<file path="src/sv/fifo_with_priority_extract_defines.svh">
// Assertion macros shared by the queue RTL.
`ifndef FIFO_WITH_PRIORITY_EXTRACT_DEFINES_SVH
`define FIFO_WITH_PRIORITY_EXTRACT_DEFINES_SVH

`ifndef ASSERT_OFF
// Plain property, checked on every clock edge outside reset.
`define FWPE_ASSERT(lbl, prop, msg) \
  lbl: assert property (@(posedge clk) disable iff (!rst_n) (prop)) else $error(msg);
// Same-cycle implication, checked outside reset.
`define FWPE_ASSERT_IMP(lbl, ante, cons, msg) \
  lbl: assert property (@(posedge clk) disable iff (!rst_n) (ante) |-> (cons)) else $error(msg);
`else
`define FWPE_ASSERT(lbl, prop, msg)
`define FWPE_ASSERT_IMP(lbl, ante, cons, msg)
`endif

`endif

</file>
<file path="src/sv/fwpe_pkg.sv">
// Shared types and codes for the priority-extract queue.
package fwpe_pkg;

  // Fixed field widths of the item ports
  localparam int unsigned OP_W    = 2;
  localparam int unsigned PAY_W   = 16;
  localparam int unsigned PRIO_W  = 8;
  localparam int unsigned STS_W   = 2;
  localparam int unsigned OCC_W   = 5;
  localparam int unsigned BIT_IDX_W = $clog2(PRIO_W);

  // Operation codes
  localparam logic [OP_W-1:0] OP_PUSH    = 2'd0;
  localparam logic [OP_W-1:0] OP_POP     = 2'd1;
  localparam logic [OP_W-1:0] OP_EXTRACT = 2'd2;

  // Result status codes
  localparam logic [STS_W-1:0] STS_OK    = 2'd0;
  localparam logic [STS_W-1:0] STS_EMPTY = 2'd1;
  localparam logic [STS_W-1:0] STS_FULL  = 2'd2;

  // Broadcast control from the sequencer to every cell
  typedef struct packed {
    logic                 seed_x;   // start a max search: all live cells are candidates
    logic                 seed_p;   // start a pop: only the head cell is a candidate
    logic                 elim;     // one elimination step on bit bit_idx
    logic [BIT_IDX_W-1:0] bit_idx;  // key bit under test, MSB first
    logic                 shift;    // close the gap at and after the removed slot
    logic                 push;     // write the pushed item into the tail slot
  } fwpe_ctl_t;

endpackage

</file>
<file path="src/sv/fwpe_prefix.sv">
// Log-depth prefix OR across the cell row (marks every slot at or after the first candidate).
module fwpe_prefix #(
  parameter int unsigned WIDTH = 16
) (
  input  logic [WIDTH-1:0] vec_in,
  output logic [WIDTH-1:0] vec_out
);

  localparam int unsigned LEVELS = (WIDTH > 1) ? $clog2(WIDTH) : 1;

  wire [WIDTH-1:0] lvl [0:LEVELS];

  assign lvl[0] = vec_in;

  // Kogge-Stone style: level k folds in the bit 2**k places below
  for (genvar k = 0; k < LEVELS; k++) begin : g_lvl
    for (genvar i = 0; i < WIDTH; i++) begin : g_bit
      if (i >= (1 << k)) begin : g_or
        assign lvl[k+1][i] = lvl[k][i] | lvl[k][i - (1 << k)];
      end else begin : g_pass
        assign lvl[k+1][i] = lvl[k][i];
      end
    end
  end

  assign vec_out = lvl[LEVELS];

endmodule

</file>
<file path="src/sv/fwpe_cell.sv">
// One queue slot: holds an entry, its candidate flag, and shifts toward the head.
module fwpe_cell #(
  parameter int unsigned QUEUE_DEPTH = 16,
  parameter int unsigned IDX         = 0,
  parameter int unsigned SLOT_BITS   = 16
) (
  input  logic                                  clk,
  input  logic                                  rst_n,
  input  fwpe_pkg::fwpe_ctl_t                   ctl,
  input  logic                                  any_hit,
  input  logic [$clog2(QUEUE_DEPTH+1)-1:0]      count,
  input  logic                                  pre_self,
  input  logic                                  pre_prev,
  input  logic [SLOT_BITS-1:0]                  nb_payload,
  input  logic signed [fwpe_pkg::PRIO_W-1:0]    nb_prio,
  input  logic [SLOT_BITS-1:0]                  push_payload,
  input  logic signed [fwpe_pkg::PRIO_W-1:0]    push_prio,
  output logic [SLOT_BITS-1:0]                  payload,
  output logic signed [fwpe_pkg::PRIO_W-1:0]    prio,
  output logic                                  cand,
  output logic                                  hit,
  output logic [SLOT_BITS-1:0]                  sel_payload,
  output logic [fwpe_pkg::PRIO_W-1:0]           sel_prio
);

  import fwpe_pkg::*;

  localparam int unsigned CW      = $clog2(QUEUE_DEPTH + 1);
  localparam logic        IS_HEAD = (IDX == 0);

  logic [SLOT_BITS-1:0]     pay_r, pay_nxt;
  logic signed [PRIO_W-1:0] pri_r, pri_nxt;
  logic                     cand_r, cand_nxt;
  logic                     live, tail, first, key_bit;
  logic [PRIO_W-1:0]        key;

  // slot position against the fill level
  assign live = (CW'(IDX) < count);
  assign tail = (CW'(IDX) == count);

  // offset-binary key so unsigned bit order matches signed order
  assign key     = {~pri_r[PRIO_W-1], pri_r[PRIO_W-2:0]};
  assign key_bit = key[ctl.bit_idx];

  // first candidate in the row is the one removed
  assign first = pre_self & ~pre_prev;

  // candidate flag: seeded, then narrowed one key bit per step
  always_comb begin
    priority if (ctl.seed_x) begin
      cand_nxt = live;
    end else if (ctl.seed_p) begin
      cand_nxt = live & IS_HEAD;
    end else if (ctl.elim && any_hit) begin
      cand_nxt = cand_r & key_bit;
    end else begin
      cand_nxt = cand_r;
    end
  end

  // entry data: tail write on push, take the neighbor's entry on removal
  always_comb begin
    pay_nxt = pay_r;
    pri_nxt = pri_r;
    priority if (ctl.push && tail) begin
      pay_nxt = push_payload;
      pri_nxt = push_prio;
    end else if (ctl.shift && pre_self) begin
      pay_nxt = nb_payload;
      pri_nxt = nb_prio;
    end
  end

  always_ff @(posedge clk) begin
    if (!rst_n) begin
      cand_r <= 1'b0;
    end else begin
      cand_r <= cand_nxt;
    end
  end

  always_ff @(posedge clk) begin
    pay_r <= pay_nxt;
    pri_r <= pri_nxt;
  end

  assign payload     = pay_r;
  assign prio        = pri_r;
  assign cand        = cand_r;
  assign hit         = cand_r & key_bit;
  assign sel_payload = first ? pay_r : '0;
  assign sel_prio    = first ? pri_r : '0;

endmodule

</file>
<file path="src/sv/fifo_with_priority_extract.sv">
// Top level of the bounded queue with pop-oldest and remove-highest-priority.
//
// Items come in on in_valid/in_ready with in_opcode, in_payload and in_priority.
// Push appends at the tail, pop removes the oldest entry, extract removes the
// entry of greatest priority (oldest on ties) and closes the gap in order.
// Each item gives one result on out_valid/out_ready: out_status (ok, empty,
// full), the removed entry (zero when none) and out_occupancy after the item.
// One item is worked on at a time. Push, pop, the unused code and an extract
// on an empty queue go from acceptance straight to the apply step, which
// registers the result. Extract on a non-empty queue seeds the cells at
// acceptance; 8 elimination steps follow (one per priority bit, MSB first,
// across all cells at once) and the apply step then reads out and shifts the
// row and registers the result. A new item is accepted as soon as the
// previous one has reached the output register, even if that result has not
// been taken yet. If the receiver stalls, the next item waits in its final
// step until the output register frees up.
// Reset (rst_n low, synchronous) empties the queue and drops any result.
module fifo_with_priority_extract #(
  parameter int unsigned QUEUE_DEPTH  = 16,
  parameter int unsigned PAYLOAD_BITS = 16
) (
  input  logic                                clk,
  input  logic                                rst_n,
  input  logic                                in_valid,
  output logic                                in_ready,
  input  logic [fwpe_pkg::OP_W-1:0]           in_opcode,
  input  logic [fwpe_pkg::PAY_W-1:0]          in_payload,
  input  logic signed [fwpe_pkg::PRIO_W-1:0]  in_priority,
  output logic                                out_valid,
  input  logic                                out_ready,
  output logic [fwpe_pkg::STS_W-1:0]          out_status,
  output logic [fwpe_pkg::PAY_W-1:0]          out_payload,
  output logic signed [fwpe_pkg::PRIO_W-1:0]  out_priority,
  output logic [fwpe_pkg::OCC_W-1:0]          out_occupancy
);

  import fwpe_pkg::*;

`include "fifo_with_priority_extract_defines.svh"

  localparam int unsigned CW = $clog2(QUEUE_DEPTH + 1);
  localparam int unsigned SW = (PAYLOAD_BITS < PAY_W) ? PAYLOAD_BITS : PAY_W;
  localparam logic [BIT_IDX_W-1:0] TOP_BIT = BIT_IDX_W'(PRIO_W - 1);

  // sequencer states
  localparam logic [1:0] S_IDLE   = 2'd0;
  localparam logic [1:0] S_SEARCH = 2'd1;
  localparam logic [1:0] S_APPLY  = 2'd2;

  logic [1:0]            state_r, state_nxt;
  logic [OP_W-1:0]       op_r, op_nxt;
  logic [BIT_IDX_W-1:0]  bit_r, bit_nxt;
  logic [CW-1:0]         count_r, count_nxt;
  logic [SW-1:0]         push_pay_r;
  logic signed [PRIO_W-1:0] push_pri_r;

  logic                  out_valid_r, out_valid_nxt;
  logic [STS_W-1:0]      status_r;
  logic [PAY_W-1:0]      out_pay_r;
  logic [PRIO_W-1:0]     out_pri_r;
  logic [OCC_W-1:0]      occ_r;

  logic                  accept, apply_go, is_rem, is_empty, is_full;
  logic                  any_hit;
  logic [STS_W-1:0]      status_nxt;
  fwpe_ctl_t             ctl;

  // per-cell wiring
  logic [SW-1:0]            cell_pay  [QUEUE_DEPTH];
  logic signed [PRIO_W-1:0] cell_pri  [QUEUE_DEPTH];
  logic [SW-1:0]            sel_pay_v [QUEUE_DEPTH];
  logic [PRIO_W-1:0]        sel_pri_v [QUEUE_DEPTH];
  logic [QUEUE_DEPTH-1:0]   cand_v, hit_v, pre_v;
  logic [QUEUE_DEPTH-1:0]   pay_col [SW];
  logic [QUEUE_DEPTH-1:0]   pri_col [PRIO_W];
  logic [SW-1:0]            sel_pay;
  logic [PRIO_W-1:0]        sel_pri;

  assign in_ready = (state_r == S_IDLE);
  assign accept   = in_valid & in_ready;
  assign is_rem   = (op_r == OP_POP) || (op_r == OP_EXTRACT);
  assign is_empty = (count_r == '0);
  assign is_full  = (count_r == CW'(QUEUE_DEPTH));
  assign apply_go = (state_r == S_APPLY) && (!out_valid_r || out_ready);

  // some candidate has a one in the key bit under test
  assign any_hit = |hit_v;

  // broadcast control to the cell row
  always_comb begin
    ctl         = '0;
    ctl.seed_x  = accept && (in_opcode == OP_EXTRACT);
    ctl.seed_p  = accept && (in_opcode == OP_POP);
    ctl.elim    = (state_r == S_SEARCH);
    ctl.bit_idx = bit_r;
    ctl.shift   = apply_go && is_rem && !is_empty;
    ctl.push    = apply_go && (op_r == OP_PUSH) && !is_full;
  end

  // the cell row
  for (genvar i = 0; i < QUEUE_DEPTH; i++) begin : g_cell
    logic                     pre_prev_w;
    logic [SW-1:0]            nb_pay_w;
    logic signed [PRIO_W-1:0] nb_pri_w;

    if (i == 0) begin : g_head
      assign pre_prev_w = 1'b0;
    end else begin : g_body
      assign pre_prev_w = pre_v[i-1];
    end

    if (i == QUEUE_DEPTH - 1) begin : g_last
      assign nb_pay_w = cell_pay[i];
      assign nb_pri_w = cell_pri[i];
    end else begin : g_inner
      assign nb_pay_w = cell_pay[i+1];
      assign nb_pri_w = cell_pri[i+1];
    end

    fwpe_cell #(
      .QUEUE_DEPTH (QUEUE_DEPTH),
      .IDX         (i),
      .SLOT_BITS   (SW)
    ) u_cell (
      .clk          (clk),
      .rst_n        (rst_n),
      .ctl          (ctl),
      .any_hit      (any_hit),
      .count        (count_r),
      .pre_self     (pre_v[i]),
      .pre_prev     (pre_prev_w),
      .nb_payload   (nb_pay_w),
      .nb_prio      (nb_pri_w),
      .push_payload (push_pay_r),
      .push_prio    (push_pri_r),
      .payload      (cell_pay[i]),
      .prio         (cell_pri[i]),
      .cand         (cand_v[i]),
      .hit          (hit_v[i]),
      .sel_payload  (sel_pay_v[i]),
      .sel_prio     (sel_pri_v[i])
    );
  end

  // slots at or after the first remaining candidate
  fwpe_prefix #(
    .WIDTH (QUEUE_DEPTH)
  ) u_prefix (
    .vec_in  (cand_v),
    .vec_out (pre_v)
  );

  // OR together the single selected entry (all other cells drive zero)
  always_comb begin
    for (int b = 0; b < SW; b++) begin
      for (int i = 0; i < QUEUE_DEPTH; i++) begin
        pay_col[b][i] = sel_pay_v[i][b];
      end
    end
    for (int b = 0; b < PRIO_W; b++) begin
      for (int i = 0; i < QUEUE_DEPTH; i++) begin
        pri_col[b][i] = sel_pri_v[i][b];
      end
    end
    for (int b = 0; b < SW; b++) begin
      sel_pay[b] = |pay_col[b];
    end
    for (int b = 0; b < PRIO_W; b++) begin
      sel_pri[b] = |pri_col[b];
    end
  end

  // sequencer
  always_comb begin
    state_nxt = state_r;
    op_nxt    = op_r;
    bit_nxt   = bit_r;
    unique case (state_r)
      S_IDLE: begin
        if (accept) begin
          op_nxt  = in_opcode;
          bit_nxt = TOP_BIT;
          if ((in_opcode == OP_EXTRACT) && !is_empty) begin
            state_nxt = S_SEARCH;
          end else begin
            state_nxt = S_APPLY;
          end
        end
      end
      S_SEARCH: begin
        bit_nxt = bit_r - BIT_IDX_W'(1);
        if (bit_r == '0) begin
          state_nxt = S_APPLY;
        end
      end
      S_APPLY: begin
        if (apply_go) begin
          state_nxt = S_IDLE;
        end
      end
      default: begin
        state_nxt = S_IDLE;
      end
    endcase
  end

  // fill level and status of the item being finished
  always_comb begin
    count_nxt  = count_r;
    status_nxt = STS_OK;
    if (op_r == OP_PUSH) begin
      if (is_full) begin
        status_nxt = STS_FULL;
      end else if (apply_go) begin
        count_nxt = count_r + CW'(1);
      end
    end else if (is_rem) begin
      if (is_empty) begin
        status_nxt = STS_EMPTY;
      end else if (apply_go) begin
        count_nxt = count_r - CW'(1);
      end
    end
  end

  // result valid: set when an item finishes, cleared when taken
  always_comb begin
    priority if (apply_go) begin
      out_valid_nxt = 1'b1;
    end else if (out_ready) begin
      out_valid_nxt = 1'b0;
    end else begin
      out_valid_nxt = out_valid_r;
    end
  end

  always_ff @(posedge clk) begin
    if (!rst_n) begin
      state_r     <= S_IDLE;
      op_r        <= OP_PUSH;
      bit_r       <= '0;
      count_r     <= '0;
      out_valid_r <= 1'b0;
    end else begin
      state_r     <= state_nxt;
      op_r        <= op_nxt;
      bit_r       <= bit_nxt;
      count_r     <= count_nxt;
      out_valid_r <= out_valid_nxt;
    end
  end

  // captured push data and the output register
  always_ff @(posedge clk) begin
    if (accept) begin
      push_pay_r <= in_payload[SW-1:0];
      push_pri_r <= in_priority;
    end
    if (apply_go) begin
      status_r  <= status_nxt;
      out_pay_r <= (is_rem && !is_empty) ? PAY_W'(sel_pay) : '0;
      out_pri_r <= (is_rem && !is_empty) ? sel_pri : '0;
      occ_r     <= OCC_W'(count_nxt);
    end
  end

  assign out_valid     = out_valid_r;
  assign out_status    = status_r;
  assign out_payload   = out_pay_r;
  assign out_priority  = out_pri_r;
  assign out_occupancy = occ_r;

  // checks
  `FWPE_ASSERT(a_count_bound, count_r <= CW'(QUEUE_DEPTH), "fill level above queue depth")
  `FWPE_ASSERT_IMP(a_one_removed, (state_r == S_APPLY) && is_rem && !is_empty,
    $onehot(pre_v & ~(pre_v << 1)), "removal does not select exactly one slot")
  `FWPE_ASSERT_IMP(a_search_alive, state_r == S_SEARCH, cand_v != '0,
    "max search lost every candidate")
  `FWPE_ASSERT_IMP(a_count_at_apply, count_r != $past(count_r), $past(apply_go),
    "fill level changed outside the apply step")

endmodule
</file>
<file path="config.mk">
export PLATFORM = sky130hd
export DESIGN_NAME = fifo_with_priority_extract
export DESIGN_NICKNAME = d
export VERILOG_FILES = /design/src/sv/fwpe_pkg.sv /design/src/sv/fwpe_prefix.sv /design/src/sv/fwpe_cell.sv /design/src/sv/fifo_with_priority_extract.sv
export VERILOG_INCLUDE_DIRS = /design/src /design/src/sv
export SDC_FILE = /design/constraint.sdc
export NUM_CORES = 1
export LEC_CHECK = 0
export ABC_CLOCK_PERIOD_IN_PS = 9900
export BUFFER_PORTS_ARGS = -buffer_cell sky130_fd_sc_hd__buf_2
export CAP_MARGIN = 25
export CORE_ASPECT_RATIO = 0.8
export CORE_MARGIN = 8
export CORE_UTILIZATION = 36
export DETAILED_ROUTE_END_ITERATION = 10
export GPL_ROUTABILITY_DRIVEN = 0
export GPL_TIMING_DRIVEN = 0
export SYNTH_ARGS = -nofsm -noshare
export SYNTH_HDL_FRONTEND = slang
export SYNTH_SLANG_ARGS = --single-unit
</file>
<file path="constraint.sdc">
create_clock -name clk -period 9.9 [get_ports clk]
set_input_delay 0.99 -clock clk [delete_from_list [all_inputs] [get_ports clk]]
set_output_delay 0.99 -clock clk [all_outputs]
set_load 0.01 [all_outputs]
</file>
Yosys cells after proc, flatten, opt, wreduce, memory -nomap -nowiden

Cells that the tools add are included.
W data, S select, Z words.

Register bits: 468
Output and inout port bits: 33
Logic and storage cells: 503

Add/subtract/negate cells: 3
Magnitude comparators: 17
Eq/ne operators: 25
Mux-type cells: 191
Bitwise gates (word level): 112
Reductions and logical operators: 96

Operators with widths:

| cell                  | count |
|---|---|
| $mux W16              | 46 |
| $reduce_or A16 Y1     | 25 |
| $mux W8               | 46 |
| $mux W1               | 68 |
| $or A1 B1 Y1          | 49 |
| $bmux W1 S3           | 16 |
| $logic_and A1 B1 Y1   | 41 |
| $eq A4 B5 Y1 const A  | 8 |
| $lt A4 B5 Y1 const A  | 8 |
| $reduce_bool A2 Y1    | 17 |
| $and A1 B1 Y1         | 32 |
| $not A1 Y1            | 31 |
| $mux W5               | 6 |
| $eq A3 B5 Y1 const A  | 4 |
| $lt A3 B5 Y1 const A  | 4 |
| $mux W2               | 6 |
| $eq A2 B5 Y1 const A  | 2 |
| $lt A1 B5 Y1 const A  | 2 |
| $lt A2 B5 Y1 const A  | 2 |
| $eq A2 B1 Y1 const B  | 3 |
| $eq A2 B2 Y1 const B  | 3 |
| $pmux W2 S3           | 1 |
| $pmux W3 S2           | 1 |
| $add A5 B1 Y5 const B | 1 |
| 16 further kinds      | 22 |

Logic depth before layout (Yosys ltp)

Gate-level depths: netlist of run 1.

Depth in word-level cells: 9
Depth in mapped cells: 13

Hierarchy

A second synthesis of run 1 with hierarchy kept.

Cell total of the unflattened synthesis: 1890
Area, all modules: 26063.7 sq um

By module, submodules not included:

| module                        | times used | cells each | area an instance (sq um) | sequential area each (sq um) |
|---|---|---|---|---|
| fifo_with_priority_extract    | 1          | 324        | 3520.9                   | 1911.8 |
| fwpe_cell (g_cell[10].u_cell) | 1          | 102        | 1443.9                   | 740.7 |
| fwpe_cell (g_cell[7].u_cell)  | 1          | 101        | 1435.1                   | 740.7 |
| fwpe_cell (g_cell[3].u_cell)  | 1          | 97         | 1433.9                   | 740.7 |
| fwpe_cell (g_cell[1].u_cell)  | 1          | 97         | 1431.4                   | 740.7 |
| fwpe_cell (g_cell[12].u_cell) | 1          | 95         | 1423.9                   | 740.7 |
| fwpe_cell (g_cell[6].u_cell)  | 1          | 95         | 1421.4                   | 740.7 |
| fwpe_cell (g_cell[4].u_cell)  | 1          | 96         | 1415.1                   | 740.7 |
| fwpe_cell (g_cell[14].u_cell) | 1          | 95         | 1413.9                   | 740.7 |
| fwpe_cell (g_cell[13].u_cell) | 1          | 96         | 1408.9                   | 740.7 |
| fwpe_cell (g_cell[11].u_cell) | 1          | 95         | 1406.3                   | 740.7 |
| fwpe_cell (g_cell[0].u_cell)  | 1          | 94         | 1403.8                   | 740.7 |
| fwpe_cell (g_cell[2].u_cell)  | 1          | 94         | 1350.0                   | 740.7 |
| fwpe_cell (g_cell[9].u_cell)  | 1          | 94         | 1348.8                   | 740.7 |
| 4 more rows                   | --         | --         | --                       | -- |

Worst setup path after synthesis of run 1

Ideal clock, no wire load.

Path kind: input -> register
From: input port out_ready
To: register g_cell[2].u_cell.pay_r[0] (enable)
Library setup time: 0.438 ns
Arrival: 3.957 ns
Slack: 5.504 ns
Cell stages on the path: 6
Path buffers: 1
Cells stage by stage: nand2b_1 > nand2b_1 > clkinv_1 > nand3_1 > clkbuf_1 > o21ai_0

Word-level cells in the longest chain between the ends: 6
Elaborated cells on any way between the ends: 9

Ends and longest elaborated chain:

| element                                                    | RTL line                                                           | RTL |
|---|---|---|
| from (decl)                                                | fifo_with_priority_extract.sv:30                                   | `input logic out_ready,` |
| $logic_or A1 B1 Y1 (*)                                     | fifo_with_priority_extract.sv:84                                   | `assign apply_go = (state_r == S_APPLY) && (!out_valid_r \|\| out_ready);` |
| $logic_and A1 B1 Y1 (*)                                    | fifo_with_priority_extract.sv:84                                   |  |
| net apply_go                                               | fifo_with_priority_extract.sv:63                                   | `logic accept, apply_go, is_rem, is_empty, is_full;` |
| $logic_and A1 B1 Y1, on equally long branches (2 in a row) | fifo_with_priority_extract.sv:96, fifo_with_priority_extract.sv:97 |  |
| $logic_and A1 B1 Y1, on equally long branches              | fwpe_cell.sv:68, fwpe_cell.sv:65                                   |  |
| $reduce_bool A2 Y1 (no source line) (*)                    | --                                                                 |  |
| to (signal assigned)                                       | fwpe_cell.sv:83                                                    | `pay_r <= pay_nxt;` |
| to (decl)                                                  | fwpe_cell.sv:31                                                    | `logic [SLOT_BITS-1:0] pay_r, pay_nxt;` |

The timed path passes the listed nets; every way through them passes the cells marked *.
A chain may end at the register's enable or synchronous reset.

Final worst setup path of run 1

From: register count_r[1]
To: register g_cell[13].u_cell.pay_r[7] (enable)

Word-level cells in the longest chain between the ends: 5
Elaborated cells on any way between the ends: 10

Ends and longest elaborated chain:

| element                                                 | RTL line                                                           | RTL |
|---|---|---|
| from (decl)                                             | fifo_with_priority_extract.sv:53                                   | `logic [CW-1:0] count_r, count_nxt;` |
| from (signal assigned)                                  | fifo_with_priority_extract.sv:248                                  | `count_r <= count_nxt;` |
| $eq A5 B5 Y1 / $logic_not A5 Y1 (equally long branches) | fifo_with_priority_extract.sv:83, fifo_with_priority_extract.sv:82 |  |
| $logic_not A1 Y1, on equally long branches              | fifo_with_priority_extract.sv:97, fifo_with_priority_extract.sv:96 |  |
| $logic_and A1 B1 Y1, on equally long branches           | fifo_with_priority_extract.sv:97, fifo_with_priority_extract.sv:96 |  |
| $logic_and A1 B1 Y1, on equally long branches           | fwpe_cell.sv:65, fwpe_cell.sv:68                                   |  |
| $reduce_bool A2 Y1 (no source line) (*)                 | --                                                                 |  |
| to (signal assigned)                                    | fwpe_cell.sv:83                                                    |  |
| to (decl)                                               | fwpe_cell.sv:31                                                    |  |

Mark *: on every way between the ends. The rest lies on a longest branch, timed or not.

==> summary.md, run 1 <==
| Metric | Value |
|---|---|
| Status | `finished clean` |
| Worst min path class | `reg -> reg` |
| PwrDens | `169 mW/mm2` |
| Maxcap violations | `0` |
| Avg Vias per Cell | `5.82` |
| Non-filler cells, final | `2731` |
| Vias in the first global route | `15640` |
| I/O pin count | `63` |
| CP max FO | `18` |
| CP Launch Type | `flip-flop` |
| Crit path kind | `reg -> reg` |
| Count leader, synth | `edfxtp_1` |
| Die Area | `0.0735 mm2` |
| # hold bufs at CTS | `0` |
| Final Critical Period | `4.54 ns` |
| Post-route clock period utilization | `45.8%` |
| Max H-tree Level | `2` |
| Top FF cell, synth | `edfxtp_1` |
| Post-DR wirelength/cell | `26.6 um` |
| Synth area leaders | `edfxtp_1 (56%), mux2_2 (19%), nand2_1 (2.7%), dfxtp_1 (2.5%), a221oi_1 (1.9%)` |
| Final Slew Violations | `0` |
| Max VDD drop | `122 uV` |
| Final Setup Violations | `0` |
| Mapped Nets | `1744` |
| Chip Width | `301 um` |
| First-pass GRT wire length | `106 mm` |
| Number of remaining DRC errors | `0` |
| Placed cell area | `0.0252 mm2` |
| Layout area overhead | `15.3%` |
| Post-route ant nets | `0` |
| Ant. Diodes | `0` |
| Number of synthesized flops with an enable pin | `439` |
| Post-synth top area share | `56.3%` |
| Vias | `15904` |
| CTS tree | `yes` |
| CTS Buf Count | `52` |
| WP data required | `10.21 ns` |
| Syn avg cell area | `13.7 um2` |
| Initial DRC Count | `1808` |
| RR Endpoint | `g_cell[13].u_cell.payload[7]` |
| Dpl cells | `2634` |
| Proportion of layout cells with a drive suffix above 1 | `33.1%` |
| Commonest cells in the netlist | `edfxtp_1 (439), mux2_2 (387), nand2_1 (166), clkbuf_1 (101), a22oi_1 (53)` |
| Hold_ws | `0.480 ns` |
| Max_slew headroom | `26.0%` |
| Largest net degree at the start of global routing | `40` |
| Pleak | `8.82 nW` |
| YS warnings | `0` |
| Fin area | `0.0270 mm2` |
| RSZ-0062 raised after global routing | `no` |
| Last element of the critical path | `g_cell[13].u_cell.payload[7]` |
| Clock buffer depth | `3` |
| Post-synthesis cell count | `1706` |
| Critical Path AT | `4.84 ns` |
| Sink Count | `468` |
| Nets | `1879` |
| Hpwl dp | `52.9 mm` |
| Clock Root Buffer | `clkbuf_16` |
| Seq cells post-synth | `468` |
| Reg2Reg Launch Point | `count_r[1]` |
| Dominant cell type by area after synthesis | `edfxtp_1` |
| Post-CTS Setup Inserts | `0` |
| Total grt overflow | `0` |
| Worst-skew pair later-pin latency | `0.62 ns` |
| Mapped cell area | `0.0234 mm2` |
| Measured slew at the worst slew-check pin | `1.09 ns` |
| CP Capture Type | `flip-flop` |
| Fin util | `42.0%` |
| Setup crit start | `count_r[1]` |
| Reg2Reg Depth | `12` |
| Ys async rst share | `0%` |
| Post-CTS Resized | `0` |
| Final setup TNS | `0 ns` |
| Die Span Y | `244 um` |
| Total GRT Usage | `19.1%` |
| Post-synth cell types | `65` |
| Final Hold Fails | `0` |
| Seq/Total Area, Yosys | `58.8%` |
| Initial Utilization | `36.4%` |
| Initial antenna violation count | `1` |
| Core ar. | `0.0643 mm2` |
| Fill cells | `5794` |
| Buffers added on ports | `62` |
| Max frequency | `220 MHz` |
| Row count | `83` |
| Router iterations before antenna repair | `6` |
| Reg-to-reg setup timing slack | `5.36 ns` |
| Worst-path clk slew | `0.06 ns` |
| Skew final | `0.0271 ns` |
| Final WL | `72.6 mm` |
[routing by layer]
layer / vias to the layer above / GRT usage, % / wire length (um)
met1: 7910 / 27.7 / 32100
met4: 0 / 6.66 / 2520
met3: 157 / 4.53 / 7840
li1: 6971 / - / -
met2: 866 / 27.5 / 30100
met5: - / 0 / 0
[worst max-delay path: stages (launching register included)]
cell and delay [ns]:
dfxtp_1 0.36, clkbuf_1 0.38, inv_1 0.22, ha_1 0.23, clkbuf_1 0.19, nand3_1 0.20
nand2_1 0.12, nor2_1 0.39, nand3_1 0.43, nor3_2 0.67, buf_2 0.48, o21bai_4 0.30
buf_12 0.25
[worst min path at each step]
stage / start / end / slack [ns] / cells past startpoint
after floorplan: op_r[1] / op_r[1] / 0.44 / 2
after global placement: op_r[0] / op_r[0] / 0.46 / 2
after detailed placement: op_r[1] / op_r[1] / 0.47 / 2
after CTS: op_r[1] / op_r[1] / 0.48 / 2
after global routing: op_r[1] / op_r[1] / 0.51 / 2
final: op_r[1] / op_r[1] / 0.48 / 2
[cell families (layout without fill, tap and decap cells)]
family,count (synthesis),in the layout,share of synthesized area [%]
muxes,404,404,20.3
AOI/OAI and AO/OA,336,336,10.8
buffers and inverters,174,349,3.20
adders and majority gates,8,8,0.428
xor gates and xnor gates,3,3,0.112
DFF,468,468,58.8
and+or+nand+nor,313,313,6.32
[registers in the layout, indices dropped and copies added, names as in the netlist]
name	cells
push_pri_r	8
push_pay_r	16
out_valid	1
op_r	2
g_cell.u_cell.prio	128
state_r	2
count_r	5
out_occupancy	5
g_cell.u_cell.cand	16
bit_r	3
out_payload	16
out_priority	8
g_cell.u_cell.payload	256
out_status	2
[placed cells by master (no fill, tap or decap), types with 8 or more instances in the layout]
master | netlist | layout
buf_2 | 29 | 91
nand3_1 | 31 | 31
a21oi_1 | 24 | 24
inv_1 | 32 | 32
nor2b_1 | 29 | 29
and3_1 | 11 | 11
nand2_1 | 166 | 166
mux2_2 | 387 | 387
a221oi_1 | 51 | 51
o211a_1 | 18 | 18
a22oi_1 | 53 | 53
edfxtp_1 | 439 | 439
o311ai_0 | 19 | 19
ha_1 | 8 | 8
o21ba_2 | 13 | 13
clkinv_2 | 0 | 9
nor2_1 | 23 | 23
o21ai_0 | 47 | 39
mux4_1 | 8 | 8
and2_1 | 12 | 12
buf_16 | 0 | 8
clkbuf_1 | 101 | 111
dfxtp_1 | 29 | 29
a211oi_1 | 24 | 24
mux4_2 | 8 | 8
clkbuf_16 | 0 | 54
a31oi_1 | 26 | 26
clkinv_1 | 2 | 13
o221ai_1 | 16 | 16
buf_6 | 6 | 8
[area by class of cell]
cell class              instances  area (um2)  area share, %
plain buffers                 140         622           2.30
repair buffers                 81         691           2.56
well taps                     850        1060           3.94
clock inverters                30         327           1.21
clock buffers                  64        1390           5.15
inverters                      34         129          0.478
flip-flops and latches        468       13800           51.0
multi-input cells            1064        9000           33.4
[where the power goes]
part	total, mW	switching (mW)	internal [mW]
Combinational	0.358	0.243	0.115
Sequential	2.22	0.0411	2.18
Clock	1.98	0.810	1.17
[stage by stage]
stage | power, mW | setup slack (ns)
after floorplan | 2.44 | 5.50
after global placement | 2.59 | 2.60
after detailed placement | 2.60 | 5.04
after CTS | 4.58 | 5.40
after global routing | 4.68 | 5.21
final | 4.56 | 5.36
(Power assumes the default switching activity.)
==> inputs of run 2 (changes only) <==
--- a/config.mk
+++ b/config.mk
@@ -6,7 +6,7 @@
 export SDC_FILE = /design/constraint.sdc
 export NUM_CORES = 1
 export LEC_CHECK = 0
-export ABC_CLOCK_PERIOD_IN_PS = 9900
+export ABC_CLOCK_PERIOD_IN_PS = 3980
 export BUFFER_PORTS_ARGS = -buffer_cell sky130_fd_sc_hd__buf_2
 export CAP_MARGIN = 25
 export CORE_ASPECT_RATIO = 0.8
==> constraint.sdc (replaced) <==
create_clock -name clk -period 3.98 [get_ports clk]
set_input_delay 0.398 -clock clk [delete_from_list [all_inputs] [get_ports clk]]
set_output_delay 0.398 -clock clk [all_outputs]
set_load 0.01 [all_outputs]
==> run 2 against run 1 <==
Compared with the run above:
- critical path depth fell by 3
- largest power group unchanged
- non-clock buffer count up 23
- sequential power is 150% higher
- final cell count grew 0.88%
- global-route usage increased by 0.078 points
==> summary.md, run 2 (synthesis results as in run 1) <==
| Metric | Value |
|---|---|
| Avg Vias per Cell | `5.85 (+0.44%)` |
| I/O pin count | `63 (unchanged)` |
| First-pass GRT wire length | `106 mm (+0.36%)` |
| Measured slew at the worst slew-check pin | `1.11 ns (+0.0185 ns)` |
| Last element of the critical path | `out_payload[12]` |
| Fin util | `42.4% (+0.43 points)` |
| Max_slew headroom | `25.8% (-0.20 points)` |
| WP data required | `4.37 ns (-5.84 ns)` |
| Post-route clock period utilization | `96.4% (+51 points)` |
| Pleak | `8.92 nW (+1.2%)` |
| Number of remaining DRC errors | `0 (unchanged)` |
| Proportion of layout cells with a drive suffix above 1 | `33.6% (+0.44 points)` |
| Initial Utilization | `36.4% (unchanged)` |
| Vias in the first global route | `15773 (+0.85%)` |
| Die Area | `0.0735 mm2 (unchanged)` |
| Router iterations before antenna repair | `6 (unchanged)` |
| Initial antenna violation count | `1 (unchanged)` |
| Buf/Inv on CP | `3 (-2)` |
| Clock buffer depth | `3 (unchanged)` |
| Nets | `1902 (+1.2%)` |
| Buffers added on ports | `62 (unchanged)` |
| Reg-to-reg setup timing slack | `0.14 ns (-5.22 ns)` |
| Clk network pwr share | `43.4% (about the same)` |
| Die Span Y | `244 um (unchanged)` |
| Internal power | `8.64 mW (+150%)` |
| Most frequent cells in the layout | `edfxtp_1 (439), mux2_2 (387), nand2_1 (165)` |
| PwrDens | `417 mW/mm2 (+150%)` |
| Part of the power in registers | `48.6% (about the same)` |
| Final Hold Fails | `0 (unchanged)` |
| Slowest-stage cell, CP | `clkbuf_1` |
| Core ar. | `0.0643 mm2 (unchanged)` |
| Clock Root Buffer | `clkbuf_16` |
| Status | `finished clean` |
| CP dominant cell by count | `clkbuf_1` |
| Crit path kind | `reg -> reg` |
| Final Critical Period | `3.84 ns (-0.700 ns)` |
| Max VDD drop | `310 uV (+150%)` |
| CTS tree | `yes` |
| Largest net degree at the start of global routing | `40 (unchanged)` |
| Reg2Reg Launch Point | `g_cell[0].u_cell.cand` |
| Critical Path AT | `4.23 ns (-0.61 ns)` |
| Chip Width | `301 um (unchanged)` |
| CP Launch Type | `flip-flop` |
| Final setup TNS | `0 ns (unchanged)` |
| Total grt overflow | `0 (unchanged)` |
| Max H-tree Level | `2 (unchanged)` |
| Layout area overhead | `16.5%` |
| Setup crit start | `g_cell[0].u_cell.cand` |
| Comb power frac | `8.0% (about the same)` |
| Design Power | `11.4 mW (+150%)` |
| Crit path cell chain | `clkbuf_1 -> nor3_2 -> nand4_1 -> nor2_1 -> and3_1 -> clkbuf_1 -> clkbuf_1 -> a211oi_1 -> a31oi_1` |
| Final Slew Violations | `0 (unchanged)` |
| CP Capture Type | `flip-flop` |
| Hpwl dp | `52.9 mm (unchanged)` |
| CTS Buf Count | `52 (unchanged)` |
| Sw Share | `24.0% (+0.055 points)` |
| Final WL | `73.1 mm (+0.70%)` |
| Post-route ant nets | `0 (unchanged)` |
| Total GRT Usage | `19.1% (+0.078 points)` |
| Commonest non-fill, non-tap cell in the layout | `edfxtp_1` |
| Reg2Reg Depth | `9 (-3)` |
| Hold path startpoint | `in_opcode[0]` |
| Worst-skew pair later-pin latency | `0.62 ns (about the same)` |
| Vias | `16115 (+1.3%)` |
| Hold_ws | `0.0759 ns (-0.404 ns)` |
| Max incr delay on CP | `0.76 ns (+0.09 ns)` |
| Maxcap violations | `0 (unchanged)` |
| Post-DR wirelength/cell | `26.5 um (-0.18%)` |
| Initial DRC Count | `1758 (-2.8%)` |
| Largest register FFs | `256 (unchanged)` |
| Final Setup Violations | `0 (unchanged)` |
| CP Depth | `9 (-3)` |
| Sink Count | `468 (unchanged)` |
| Skew final | `0.0280 ns (+0.000918 ns)` |
| RSZ-0062 raised after global routing | `no` |
| Placed cell area | `0.0252 mm2 (unchanged)` |
| Net switching power | `2.73 mW (+150%)` |
| Worst min path class | `in -> reg` |
| Fin area | `0.0273 mm2 (+1.0%)` |
| Top Family by Delay on Critical Path | `simple AND/OR/NAND/NOR gates` |
| Row count | `83 (unchanged)` |
| CP max FO | `10 (-8)` |
| Max frequency | `261 MHz (+18%)` |
| RR Endpoint | `out_payload[12]` |
| Worst-path clk slew | `0.06 ns (about the same)` |
## run 2: cell count changes in the layout (fill, tap and decap cells not counted), sizes merged
cell / delta
buf: -2
dlygate4sd3: +24
clkbuf: +1
diode: +1
## run 2: how the worst min path moves through the flow
stage                    to  cells past startpoint  slack, ns
global placement    op_r[0]                      2       0.46
detailed placement  op_r[1]                      2       0.47
finish              op_r[0]                      3       0.08
CTS                 op_r[0]                      3       0.05
floorplan           op_r[1]                      2       0.44
global route        op_r[0]                      3       0.08
## run 2: through the flow
| stage | std cells | setup WS (ns) |
|---|---|---|
| after CTS | 2754 | -0.0531 |
| final | 2755 | 0.142 |
| after global routing | 2754 | 0.00578 |
| after floorplan | 1706 | 0.134 |
| after detailed placement | 2634 | -0.542 |
| after global placement | 2618 | -2.73 |
## run 2: final cells by class
cell class | count | area [um2]
clock inverter | 30 | 327
timing repair buffer | 104 | 896
inverter | 34 | 129
fill | 5768 | 37000
clock buffer | 64 | 1390
tap | 850 | 1060
antenna | 1 | 2.50
multi-input combinational | 1064 | 9060
sequential | 468 | 13800
buffer | 140 | 628
## run 2: power groups by stage
stage	logic (mW)	registers (mW)	clock network, mW
after CTS	0.880	5.52	5.00
after detailed placement	0.856	5.62	0
after global routing	0.959	5.53	5.17
final	0.911	5.53	4.93
after floorplan	0.492	5.58	0
after global placement	0.819	5.63	0
## run 2: worst reg2reg max path, delay by kind of cell (launching register included)
kind / cells / cell delay [ns]
flops: 1 / 0.30
buf+inv: 3 / 1.34
simple gates: 4 / 1.45
compound gates: 2 / 0.54
## run 2: repair_timing
item                                    4_1_cts  5_1_grt
buffers inserted                              2        0
gates cloned                                  0        0
hold endpoints to repair                     24        0
endpoints found under the setup margin      253      401
gates resized for setup                       9       13
pin swaps                                     1        0
hold buffers                                 24        0
## run 2: layer usage
metal | global-route usage, % | share of wire (%) | vias to the layer above
met5 | 0 | 0 | -
met3 | 4.76 | 11 | 163
met4 | 7.18 | 3.7 | 0
met1 | 27.7 | 44 | 8004
li1 | - | - | 7021
met2 | 27.4 | 42 | 927
